### src/hdl/pat_pkg.sv
// Shared definitions for the positional array table.
// Request kinds, status codes and fixed field widths; used by positional_array_table_top.
package pat_pkg;

	// Fixed port field widths
	localparam int KIND_W   = 3;
	localparam int POS_W    = 6;
	localparam int ITEM_W   = 32;
	localparam int RDVAL_W  = 32;
	localparam int STATUS_W = 2;
	localparam int COUNT_W  = 7;

	// Request kinds
	localparam logic [KIND_W-1:0] KIND_READ      = 3'd0;
	localparam logic [KIND_W-1:0] KIND_OVERWRITE = 3'd1;
	localparam logic [KIND_W-1:0] KIND_APPEND    = 3'd2;
	localparam logic [KIND_W-1:0] KIND_REMOVE    = 3'd3;
	localparam logic [KIND_W-1:0] KIND_INSERT    = 3'd4;
	localparam logic [KIND_W-1:0] KIND_DELETE    = 3'd5;

	// Status codes
	localparam logic [STATUS_W-1:0] ST_OK    = 2'd0;
	localparam logic [STATUS_W-1:0] ST_RANGE = 2'd1;
	localparam logic [STATUS_W-1:0] ST_EMPTY = 2'd2;
	localparam logic [STATUS_W-1:0] ST_FULL  = 2'd3;

endpackage

### src/hdl/pat_ram.sv
// Generic single-port-write, single-port-read RAM with registered read data.
// No dependencies; contents are undefined until written.
module pat_ram #(
	parameter int WIDTH = 32,
	parameter int DEPTH = 64
) (
	input  logic                     clk,
	input  logic                     we,
	input  logic [$clog2(DEPTH)-1:0] waddr,
	input  logic [WIDTH-1:0]         wdata,
	input  logic [$clog2(DEPTH)-1:0] raddr,
	output logic [WIDTH-1:0]         rdata
);

	logic [WIDTH-1:0] mem [DEPTH];

	// One write and one registered read per cycle.
	always_ff @(posedge clk) begin
		if (we) begin
			mem[waddr] <= wdata;
		end
		rdata <= mem[raddr];
	end

endmodule

### src/hdl/positional_array_table_top.sv
// Top level of the positional array table: request decode, shift sequencer and result register.
// Depends on pat_pkg and pat_ram.
//
//  channel | signals                                    | direction
//  --------+--------------------------------------------+----------
//  request | in_valid, in_ready, kind, position, item_value | in
//  result  | out_valid, out_ready, read_value, status, entry_count | out
//
// Overwrite, append, errors and unused kinds go from the request beat straight to S_DONE.
// Read and remove-last pass through S_RDWAIT to take the registered RAM read data.
// Insert shifts (count - position) entries, then writes the value in S_INSWR; delete shifts
// (count - position - 1) entries: the single RAM read and write ports move one entry per cycle.
// Reset clears the count and the control state; entry storage is not cleared.
// A new request beat is taken once the previous result sits in the output register.
module positional_array_table_top #(
	parameter int CAPACITY    = 64,
	parameter int VALUE_WIDTH = 32
) (
	input  logic                          clk,
	input  logic                          arst_n,
	input  logic                          in_valid,
	output logic                          in_ready,
	input  logic [pat_pkg::KIND_W-1:0]    kind,
	input  logic [pat_pkg::POS_W-1:0]     position,
	input  logic [pat_pkg::ITEM_W-1:0]    item_value,
	output logic                          out_valid,
	input  logic                          out_ready,
	output logic [pat_pkg::RDVAL_W-1:0]   read_value,
	output logic [pat_pkg::STATUS_W-1:0]  status,
	output logic [pat_pkg::COUNT_W-1:0]   entry_count
);

	localparam int AW    = $clog2(CAPACITY);
	localparam int CW    = $clog2(CAPACITY + 1);
	localparam int CMPW  = ((CW > pat_pkg::POS_W) ? CW : pat_pkg::POS_W) + 1;
	localparam int EXTW  = (VALUE_WIDTH > pat_pkg::ITEM_W) ? VALUE_WIDTH : pat_pkg::ITEM_W;
	localparam int OEXTW = (VALUE_WIDTH > pat_pkg::RDVAL_W) ? VALUE_WIDTH : pat_pkg::RDVAL_W;

	typedef enum logic [2:0] {
		S_IDLE,
		S_RDWAIT,
		S_SHIFT,
		S_INSWR,
		S_DONE
	} state_t;

	state_t state_q;
	state_t acc_next;

	logic [CW-1:0]                  count_q;
	logic [CW-1:0]                  acc_count;
	logic [pat_pkg::STATUS_W-1:0]   acc_status;
	logic                           acc_write;
	logic [AW-1:0]                  acc_waddr;

	logic [pat_pkg::STATUS_W-1:0]   res_status_q;
	logic [pat_pkg::RDVAL_W-1:0]    res_value_q;

	logic                           out_valid_q;
	logic [pat_pkg::RDVAL_W-1:0]    out_value_q;
	logic [pat_pkg::STATUS_W-1:0]   out_status_q;
	logic [pat_pkg::COUNT_W-1:0]    out_count_q;

	logic                           pend_s1;
	logic [AW-1:0]                  wr_addr_s1;
	logic [AW-1:0]                  rd_addr_q;
	logic [CW-1:0]                  remain_q;
	logic                           is_ins_q;
	logic [AW-1:0]                  pos_q;
	logic [VALUE_WIDTH-1:0]         val_q;

	logic                           in_fire;
	logic                           out_free;
	logic                           shift_issue;
	logic [CMPW-1:0]                n_x;
	logic [CMPW-1:0]                p_x;
	logic                           pos_lt;
	logic                           pos_le;
	logic                           full;
	logic                           empty;
	logic [EXTW-1:0]                item_ext;
	logic [VALUE_WIDTH-1:0]         item_val;
	logic [OEXTW-1:0]               rdata_ext;
	logic [CMPW-1:0]                ins_remain;
	logic [CMPW-1:0]                del_remain;
	logic [CMPW-1:0]                del_start;

	logic                           ram_we;
	logic [AW-1:0]                  ram_waddr;
	logic [VALUE_WIDTH-1:0]         ram_wdata;
	logic [AW-1:0]                  ram_raddr;
	logic [VALUE_WIDTH-1:0]         ram_rdata;

	assign in_ready    = (state_q == S_IDLE);
	assign in_fire     = in_valid && in_ready;
	assign out_free    = !out_valid_q || out_ready;
	assign shift_issue = (remain_q != '0);

	assign out_valid   = out_valid_q;
	assign read_value  = out_value_q;
	assign status      = out_status_q;
	assign entry_count = out_count_q;

	// Value width conversion in both directions.
	assign item_ext  = EXTW'(item_value);
	assign item_val  = item_ext[VALUE_WIDTH-1:0];
	assign rdata_ext = OEXTW'(ram_rdata);

	// Position checks against the live count.
	assign n_x    = CMPW'(count_q);
	assign p_x    = CMPW'(position);
	assign pos_lt = (p_x < n_x);
	assign pos_le = (p_x <= n_x);
	assign full   = (n_x == CMPW'(CAPACITY));
	assign empty  = (count_q == '0);

	assign ins_remain = n_x - p_x;
	assign del_remain = n_x - p_x - CMPW'(1);
	assign del_start  = p_x + CMPW'(1);

	// Request decode: status, count update, direct write and next state.
	always_comb begin
		acc_status = pat_pkg::ST_OK;
		acc_count  = count_q;
		acc_write  = 1'b0;
		acc_waddr  = AW'(position);
		acc_next   = S_DONE;
		case (kind)
			pat_pkg::KIND_READ: begin
				if (!pos_lt) begin
					acc_status = pat_pkg::ST_RANGE;
				end else begin
					acc_next = S_RDWAIT;
				end
			end
			pat_pkg::KIND_OVERWRITE: begin
				if (!pos_lt) begin
					acc_status = pat_pkg::ST_RANGE;
				end else begin
					acc_write = 1'b1;
				end
			end
			pat_pkg::KIND_APPEND: begin
				if (full) begin
					acc_status = pat_pkg::ST_FULL;
				end else begin
					acc_write = 1'b1;
					acc_waddr = AW'(count_q);
					acc_count = count_q + CW'(1);
				end
			end
			pat_pkg::KIND_REMOVE: begin
				if (empty) begin
					acc_status = pat_pkg::ST_EMPTY;
				end else begin
					acc_count = count_q - CW'(1);
					acc_next  = S_RDWAIT;
				end
			end
			pat_pkg::KIND_INSERT: begin
				if (!pos_le) begin
					acc_status = pat_pkg::ST_RANGE;
				end else if (full) begin
					acc_status = pat_pkg::ST_FULL;
				end else begin
					acc_count = count_q + CW'(1);
					acc_next  = S_SHIFT;
				end
			end
			pat_pkg::KIND_DELETE: begin
				if (!pos_lt) begin
					acc_status = pat_pkg::ST_RANGE;
				end else begin
					acc_count = count_q - CW'(1);
					acc_next  = S_SHIFT;
				end
			end
			default: begin
				acc_status = pat_pkg::ST_OK;
			end
		endcase
	end

	// RAM read address: request position or last entry while idle, sequencer pointer otherwise.
	always_comb begin
		if (state_q == S_IDLE) begin
			if (kind == pat_pkg::KIND_REMOVE) begin
				ram_raddr = AW'(count_q - CW'(1));
			end else begin
				ram_raddr = AW'(position);
			end
		end else begin
			ram_raddr = rd_addr_q;
		end
	end

	// RAM write port: direct writes, shifted entries, and the inserted value.
	always_comb begin
		ram_we    = 1'b0;
		ram_waddr = pos_q;
		ram_wdata = val_q;
		case (state_q)
			S_IDLE: begin
				ram_we    = in_fire && acc_write;
				ram_waddr = acc_waddr;
				ram_wdata = item_val;
			end
			S_SHIFT: begin
				ram_we    = pend_s1;
				ram_waddr = wr_addr_s1;
				ram_wdata = ram_rdata;
			end
			S_INSWR: begin
				ram_we = 1'b1;
			end
			default: begin
				ram_we = 1'b0;
			end
		endcase
	end

	// State, count, shift control and output register.
	always_ff @(posedge clk or negedge arst_n) begin
		if (!arst_n) begin
			state_q      <= S_IDLE;
			count_q      <= '0;
			pend_s1      <= 1'b0;
			remain_q     <= '0;
			res_status_q <= pat_pkg::ST_OK;
			res_value_q  <= '0;
			out_valid_q  <= 1'b0;
			out_value_q  <= '0;
			out_status_q <= pat_pkg::ST_OK;
			out_count_q  <= '0;
		end else begin
			if (out_valid_q && out_ready && (state_q != S_DONE)) begin
				out_valid_q <= 1'b0;
			end
			case (state_q)
				S_IDLE: begin
					pend_s1 <= 1'b0;
					if (in_fire) begin
						state_q      <= acc_next;
						count_q      <= acc_count;
						res_status_q <= acc_status;
						res_value_q  <= '0;
						if (kind == pat_pkg::KIND_INSERT) begin
							remain_q <= CW'(ins_remain);
						end else begin
							remain_q <= CW'(del_remain);
						end
					end
				end
				S_RDWAIT: begin
					res_value_q <= rdata_ext[pat_pkg::RDVAL_W-1:0];
					state_q     <= S_DONE;
				end
				S_SHIFT: begin
					pend_s1 <= shift_issue;
					if (shift_issue) begin
						remain_q <= remain_q - CW'(1);
					end else begin
						state_q <= is_ins_q ? S_INSWR : S_DONE;
					end
				end
				S_INSWR: begin
					state_q <= S_DONE;
				end
				S_DONE: begin
					if (out_free) begin
						out_valid_q  <= 1'b1;
						out_value_q  <= res_value_q;
						out_status_q <= res_status_q;
						out_count_q  <= pat_pkg::COUNT_W'(count_q);
						state_q      <= S_IDLE;
					end
				end
				default: begin
					state_q <= S_IDLE;
				end
			endcase
		end
	end

	// Shift pointers and the latched request; reads walk one way, writes trail by one entry.
	always_ff @(posedge clk) begin
		if (in_fire) begin
			pos_q    <= AW'(position);
			val_q    <= item_val;
			is_ins_q <= (kind == pat_pkg::KIND_INSERT);
			if (kind == pat_pkg::KIND_INSERT) begin
				rd_addr_q <= AW'(count_q - CW'(1));
			end else begin
				rd_addr_q <= AW'(del_start);
			end
		end else if (state_q == S_SHIFT && shift_issue) begin
			if (is_ins_q) begin
				rd_addr_q  <= rd_addr_q - AW'(1);
				wr_addr_s1 <= rd_addr_q + AW'(1);
			end else begin
				rd_addr_q  <= rd_addr_q + AW'(1);
				wr_addr_s1 <= rd_addr_q - AW'(1);
			end
		end
	end

	pat_ram #(
		.WIDTH(VALUE_WIDTH),
		.DEPTH(CAPACITY)
	) u_entries (
		.clk   (clk),
		.we    (ram_we),
		.waddr (ram_waddr),
		.wdata (ram_wdata),
		.raddr (ram_raddr),
		.rdata (ram_rdata)
	);

`ifndef ASSERT_OFF
	// The live count never exceeds the capacity.
	a_count_bound: assert property (@(posedge clk) disable iff (!arst_n)
		CMPW'(count_q) <= CMPW'(CAPACITY))
		else $error("live count above capacity");

	// A request that fails leaves the count unchanged.
	a_err_keeps_count: assert property (@(posedge clk) disable iff (!arst_n)
		in_fire && (acc_status != pat_pkg::ST_OK) |=> count_q == $past(count_q))
		else $error("failing request changed the count");

	// While shifting, the entry written is never the entry being read.
	a_shift_no_overlap: assert property (@(posedge clk) disable iff (!arst_n)
		(state_q == S_SHIFT) && pend_s1 && shift_issue |-> ram_waddr != ram_raddr)
		else $error("shift write hits the entry being read");

	// A result waiting in the output register is never replaced.
	a_out_hold: assert property (@(posedge clk) disable iff (!arst_n)
		out_valid_q && !out_ready |=> out_valid_q && $stable(out_count_q))
		else $error("pending result overwritten");
`endif

endmodule
### config.mk
export PLATFORM = sky130hd
export DESIGN_NAME = positional_array_table_top
export DESIGN_NICKNAME = d
export VERILOG_FILES = /design/src/hdl/pat_pkg.sv /design/src/hdl/pat_ram.sv /design/src/hdl/positional_array_table_top.sv
export SDC_FILE = /design/constraint.sdc
export NUM_CORES = 2
export LEC_CHECK = 0
export ABC_AREA = 1
export BUFFER_PORTS_ARGS = -buffer_cell sky130_fd_sc_hd__buf_2
export CAP_MARGIN = 20
export CORE_MARGIN = 2
export CORE_UTILIZATION = 50
export CTS_CLUSTER_DIAMETER = 150
export DETAILED_ROUTE_END_ITERATION = 8
export GPL_TIMING_DRIVEN = 0
export PLACE_DENSITY_LB_ADDON = 0.05
export SYNTH_ARGS = -nofsm -noshare
export SYNTH_HDL_FRONTEND = slang
export SYNTH_SLANG_ARGS = --single-unit
### constraint.sdc
create_clock -name clk -period 11.2 [get_ports clk]
set_input_delay 2.24 -clock clk [delete_from_list [all_inputs] [get_ports clk]]
set_output_delay 2.24 -clock clk [all_outputs]
set_load 0.01 [all_outputs]
Yosys cells after proc, flatten, opt, wreduce, memory -nomap -nowiden
Memories as Yosys holds them, arrays and structs flattened. A register that Yosys moved wholly into a read port is not among the register bits.
Index checks and enable logic that the tools add are counted.
{ "word_totals": {"register_bits": 145, "mem_bits_rw": 2048, "mem_count": 1} }
{ "op_classes": {"n_addsub": 8, "magnitude_cmp": 2, "n_eq_ne": 18, "mux": 48, "n_bitwise": 1, "reduce_logical": 24} }
{ "mem_list": {"columns": ["name", "words", "width", "rd", "rd_ports_with_merged_regs", "write_ports", "line", "source"], "rows": [
  ["u_entries.mem", 64, 32, 1, 1, 1, "pat_ram.sv:15", "logic [WIDTH-1:0] mem [DEPTH];"]
]} }
{ "op_table": {"columns": ["cell", "n"], "rows": [
  ["$pmux W32 S2", 2],
  ["$mux W6", 9],
  ["$mux W7", 7],
  ["$mux W32", 1],
  ["$pmux W7 S4", 1],
  ["$mux W3", 9],
  ["$pmux W3 S4", 2],
  ["$sub A7 B1 Y7 const B", 3],
  ["$pmux W7 S2", 1],
  ["$add A6 B1 Y6 const B", 2],
  ["$eq A3 B2 Y1 const B", 4],
  ["$ne A2 B2 Y1 const B", 6],
  ["$pmux W6 S2", 1],
  ["$eq A3 B3 Y1 const B", 3],
  ["$mux W1", 8],
  ["$pmux W2 S4", 1],
  ["$reduce_and A2 Y1", 4],
  ["$add A7 B1 Y7 const B", 1],
  ["$eq A7 B7 Y1 const B", 1],
  ["$le A6 B7 Y1", 1],
  ["$logic_not A7 Y1", 1],
  ["$lt A6 B7 Y1", 1],
  ["$reduce_bool A7 Y1", 1],
  ["$sub A7 B6 Y7", 1],
  ["other kinds (18)", 30]
]} }

Longest topological paths before layout
{ "depth": {"depth_word": 7, "ltp_mapped": 16, "depth_no_buf": 14} }

Hierarchy
Synthesis repeated with hierarchy kept, for this count alone.
{ "unflattened": {"hier_cells": 7649, "hier_area_um2": 90271.6} }
{ "by_module_without_submodules": {"columns": ["module", "instances", "cells_each", "area_each_um2", "seq_area_each_um2"], "rows": [
  ["pat_ram", 1, 6769, 82738.1, 62139.6],
  ["positional_array_table_top", 1, 880, 7533.5, 3883.7]
]} }

Least setup slack after synthesis
Ideal clock, no wire load.
{ "synth_path": {"path_type": "in2reg", "startpoint": "input port position[2] (netlist name)", "endpoint": "memory u_entries.mem[0][0] (enable)", "setup_ns": 0.421, "arrival_ns": 5.373, "required_ns": 10.779, "path_slack_ns": 5.406, "path_stages": 12, "path_cell_list": "inv_1 ha_1 nand2_1 o21ai_0 nand2_1 nand2_1 nand2_1 o31ai_1 nand2_1 o21ai_1 nand2_1 nor2_1"} }
{ "synth_via": {"elab_chain_cells": 7} }
{ "synth_rtl": {"columns": ["item", "line", "source"], "rows": [
  ["start: declaration", "positional_array_table_top.sv:24", "input logic [pat_pkg::POS_W-1:0] position,"],
  ["$lt A6 B7 Y1", "positional_array_table_top.sv:112", "assign pos_lt = (p_x < n_x);"],
  ["$mux W1", "positional_array_table_top.sv:137", "if (!pos_lt) begin"],
  ["$pmux W1 S2", "positional_array_table_top.sv:128", "case (kind)"],
  ["$logic_and A1 B1 Y1", "positional_array_table_top.sv:204", "ram_we = in_fire && acc_write;"],
  ["$pmux W1 S3", "positional_array_table_top.sv:202", "case (state_q)"],
  ["$mux W1", "pat_ram.sv:19", "if (we) begin"],
  ["$mux W1 (not written as such)", "pat_ram.sv:20", "mem[waddr] <= wdata;"],
  ["end: declaration", "pat_ram.sv:15", null]
]} }
Several ways; a longest one is shown, not always the timed one.

Worst setup path in the final report
{ "layout_path": {"startpoint": "input port position[2] (netlist name)", "endpoint": "memory u_entries.mem[44][16] (enable)"} }
The elaborated chain is that of the path after synthesis.

==> results.md <==
- The critical path start-end classification is primary input to flip-flop.
- The net count after synthesis is 9479.
- The share of the Yosys chip area taken by registers is 0.677.
- Clock skew on the completed layout was measured at 0.0490 ns.
- The maximum clock insertion buffer count is 3.
- The final standard cell count with taps included and fillers excluded is 12774.
- The delay of the slowest cell on the worst path is 0.94 ns.
- 88 I/O pins were placed.
- CTS built an H-tree with a depth of 4.
- The max-cap violation count is 0.
- The first global-routing pass estimated 464000 um of wire.
- The count of buffers inserted at the top-level ports is 87.
- The top-area cell type share of the netlist area is 0.646.
- The via-per-instance ratio is between 5 and 6.
- Summed over all cells, the static leakage comes to 47.6 nW.
- The placed instances occupy a cell area of between 100000 and 150000 um^2.
- The congestion estimate from routability-driven global placement came to 0.966.
- The capturing element type of the critical path is a flip-flop.
- The worst setup path is launched from a primary input.
- The post-synthesis xor/xnor area fraction is 0.00251.
- The via count of the first global-routing pass was 64826.
- The number of buffer and inverter instances along the worst setup path is 4.
- The endpoint required time on the critical path is 11.77 ns.
- The fraction of the cycle the final worst path needs is 0.500.
- A synthesized cell averages 10.4 um^2.
- The number of gates given a new drive strength after cts is 0.
- The kind of cell with the highest combined delay along the critical path is simple AND/OR/NAND/NOR gates.
- In this run the worst path has a maximum fanout of 18.
- At the pin with the least slew margin, the transition time is 1.18 ns.
- The clock tree root buffer cell is sky130_fd_sc_hd__clkbuf_16.
- The yosys synthesis warning count is 0.
- The path class of the lowest-slack min-delay path is flip-flop to flip-flop.
- The core region area is 194000 um^2.
- The share of layout cells above drive strength 1 is 0.105.
- The minimum period implied by the final worst setup slack is 5.60 ns.
- The fraction of the mapped netlist area in simple logic gates is 0.207.
- The number of max-slew violations in the final report is 0.
- Measured along the x axis, the die boundary spans between 400 and 500 um.
- For the worst setup path, the data arrival time is 6.17 ns.
- The critical path goes through buf_2 -> inv_1 -> ha_1 -> nand2_1 -> o21ai_0 -> nand2_1 -> nand2_1 -> nand2_1 -> o31ai_1 -> nand2_1 -> o21ai_1 -> clkbuf_8 -> nand2_1 -> nor2_4 -> buf_12.
- The initialized floorplan defines 162 standard-cell rows.
- The pin count of the biggest net entering global routing is 72.
- The clock latency of the later-clocked register in the worst-skew pair is 0.90 ns.
- The number of hold-slack violations in the final timing report is 0.
- In the final design database the tool counted just over 10000 nets.
- The main flop type after synthesis is sky130_fd_sc_hd__edfxtp_1.
- Yosys attributes the largest share of cell area to sky130_fd_sc_hd__edfxtp_1 (65%), sky130_fd_sc_hd__nand3_1 (11%), sky130_fd_sc_hd__nand2_1 (8.0%).
- Total power for the finished layout comes to 35.7 mW.
- The finished cells cover between 100000 and 150000 um^2.
- The tree built by TritonCTS fans out to 2225 sinks.
- Across every metal layer, demand over resource in global routing totals 0.329.
- TritonCTS created 232 clock buffers.
- The total overflow left after global routing is 0.
- The run finished with clean final reports.
- The share of the synthesized area in compound gates (AO/OA/AOI/OAI) is 0.0126.
- Measured against its own limit, the worst slew margin works out to 0.212.
- In this run the power density over the cells is around 320 nW/um^2.
- The number of storage elements in the synthesis netlist is 2225.
- The full die area is slightly below 200000 um^2.
- Buffers added to address setup during post-CTS repair amount to 0.
- The slowest library cell on the worst path is sky130_fd_sc_hd__nor2_4.
- By instance count, the cell type seen most on the critical path is sky130_fd_sc_hd__nand2_1.
- For this run, the top clock speed supported by timing is about 0.18 GHz.
- The violation count after the first detailed-route iteration is 8815.
- The final layout contains routed wiring with a total length of 329000 um.
- Yosys mapped the design onto 45 distinct sky130hd cell types.
- Of the total synthesized cell area, the portion taken by full adders, half adders and majority gates is 0.00239.
- The remaining antenna violation count after routing is 0.
- Measured along the y axis, the die boundary spans between 400 and 500 um.
- The number of DRC violations after detailed routing is 0.
- The initial utilization of the core area, before any placement, comes to 0.502.
- The number of antenna violations at the first check in global routing is 28.
- Setup violations remaining at the end of the flow were counted as 0.
- The number of synthesized flops with an enable pin is 2099.
- The number of optimization iterations in the first detailed-route pass is 8.
- The synthesized design spends more area on one cell type than any other, namely sky130_fd_sc_hd__edfxtp_1.
- The number of instances in the placed design is ~12000.
- The most common cell in the synthesized netlist is sky130_fd_sc_hd__nand3_1.
- The tightest hold path in the finished design has a slack of ~0.48 ns.
- After routing, the total negative slack on setup checks comes to 0 ns.
- The cell area after synthesis is 97500 um^2.
- The routed layout has 70608 vias.
- The post-synthesis async set-or-reset flop share is 0.0422.
- Buffers inserted to repair hold after CTS numbered 0.
- After detailed routing, the average wire length per cell comes to approximately 26 um.
- Compared with the post-synthesis result, the final layout area differs by 15.0%.
- The clock-pin slew on the worst setup and hold paths is 0.06 ns.
- The dominant combinational cell family by area after synthesis is simple AND/OR/NAND/NOR gates.
- Synthesis produced a netlist whose cell count is between 9000 and 10000.
- Measured against the total synthesized area, the mux share comes to 0.000103.
- The half-perimeter wire length of the detailed placement result is approximately 240000 um.
- VDD sags by at most 343 uV.
- Setup repair after global routing left no endpoint under its margin.
- The commonest cells after synthesis are sky130_fd_sc_hd__nand3_1 (2175), sky130_fd_sc_hd__edfxtp_1 (2099), sky130_fd_sc_hd__nand2_1 (2069), sky130_fd_sc_hd__inv_1 (1923), sky130_fd_sc_hd__buf_2 (290).
- TritonCTS built the clock tree.
## metal layers
metal / track usage / vias to the layer above / wire [um]
li1: - / 32179 / -
met1: 0.467 / 34371 / 136000
met2: 0.490 / 3509 / 144000
met3: 0.0695 / 537 / 34100
met4: 0.141 / 12 / 15000
met5: 0 / - / 80
## layout by cell type, fill, tap and decap left out, types with 46 or more instances in the layout
master	instances
sky130_fd_sc_hd__clkbuf_1	230
sky130_fd_sc_hd__buf_6	46
sky130_fd_sc_hd__clkbuf_16	238
sky130_fd_sc_hd__buf_2	377
sky130_fd_sc_hd__buf_12	49
sky130_fd_sc_hd__clkinv_1	61
sky130_fd_sc_hd__inv_1	1923
sky130_fd_sc_hd__dfrtp_1	94
sky130_fd_sc_hd__o21ai_0	83
sky130_fd_sc_hd__buf_4	203
sky130_fd_sc_hd__nor2_4	66
sky130_fd_sc_hd__nand3_1	2175
sky130_fd_sc_hd__edfxtp_1	2099
sky130_fd_sc_hd__nand2_1	2069
sky130_fd_sc_hd__nand3b_1	130
## final timing paths
check                                     from               endpoint  slack, ns  cells past startpoint
worst max-delay path               position[2]  u_entries.mem[44][16]       5.60                     15
worst min-delay path            entry_count[5]         entry_count[5]       0.48                      2
worst max register to register      count_q[0]     u_entries.rdata[9]       6.34                     12
worst min register to register  entry_count[5]         entry_count[5]       0.48                      2
max in group asynchronous               arst_n         entry_count[4]       9.26                      2
min in group asynchronous               arst_n          read_value[5]       1.26                      1
## layout make-up
class	count	area, um^2
fill	16421	82200
multi-input combinational	4752	22400
clock buffer	312	6280
timing repair buffer	382	3790
sequential	2225	66000
inverter	1927	7230
buffer	512	2370
clock inverter	114	908
antenna	8	20.0
tap	2542	3180
## stage by stage
stage,util,setup WS (ns)
3_5_place_dp,0.540,4.15
6_report,0.577,5.60
5_1_grt,0.577,5.39
4_1_cts,0.577,5.09
3_3_place_gp,0.520,1.98
2_1_floorplan,-,5.41
## power breakdown
group / switching, mW / internal, mW / total [mW]
registers: 0.134 / 10.9 / 11.0
clock network: 3.22 / 4.22 / 7.44
logic: 13.2 / 4.09 / 17.2
## cells by family (layout without fill, tap and decap cells)
family | Yosys count | count (layout)
AO/OA/AOI/OAI | 206 | 206
AND/OR/NAND/NOR | 4499 | 4499
multiplexers | 1 | 1
flip-flops | 2225 | 2225
adder cells (fa/ha/maj) | 18 | 18
buffers and inverters | 2439 | 3247
other | 0 | 8
XOR/XNOR | 28 | 28
## worst reg2reg max path, cell delays in order, from the launching register on
cell,delay (ns)
sky130_fd_sc_hd__dfrtp_1,0.48
sky130_fd_sc_hd__inv_1,0.21
sky130_fd_sc_hd__ha_1,0.27
sky130_fd_sc_hd__xnor2_1,0.34
sky130_fd_sc_hd__nand2_1,0.12
sky130_fd_sc_hd__a31oi_2,0.47
sky130_fd_sc_hd__buf_2,0.77
sky130_fd_sc_hd__clkbuf_1,0.50
sky130_fd_sc_hd__nand3_1,0.16
sky130_fd_sc_hd__nand3_1,0.20
sky130_fd_sc_hd__nand3_1,0.35
sky130_fd_sc_hd__nand3_1,0.52
sky130_fd_sc_hd__nand2_1,0.29
## sequential cells by signal, indices dropped and copies added, names as in the netlist, 3 cells and up
signal and count:
u_entries.mem 2048, read_value 32, res_value_q 32, u_entries.rdata 32, val_q 32, count_q 7, entry_count 7, remain_q 7
pos_q 6, rd_addr_q 6, wr_addr_s1 6, state_q 3
Power figures use the tool's default switching activity.
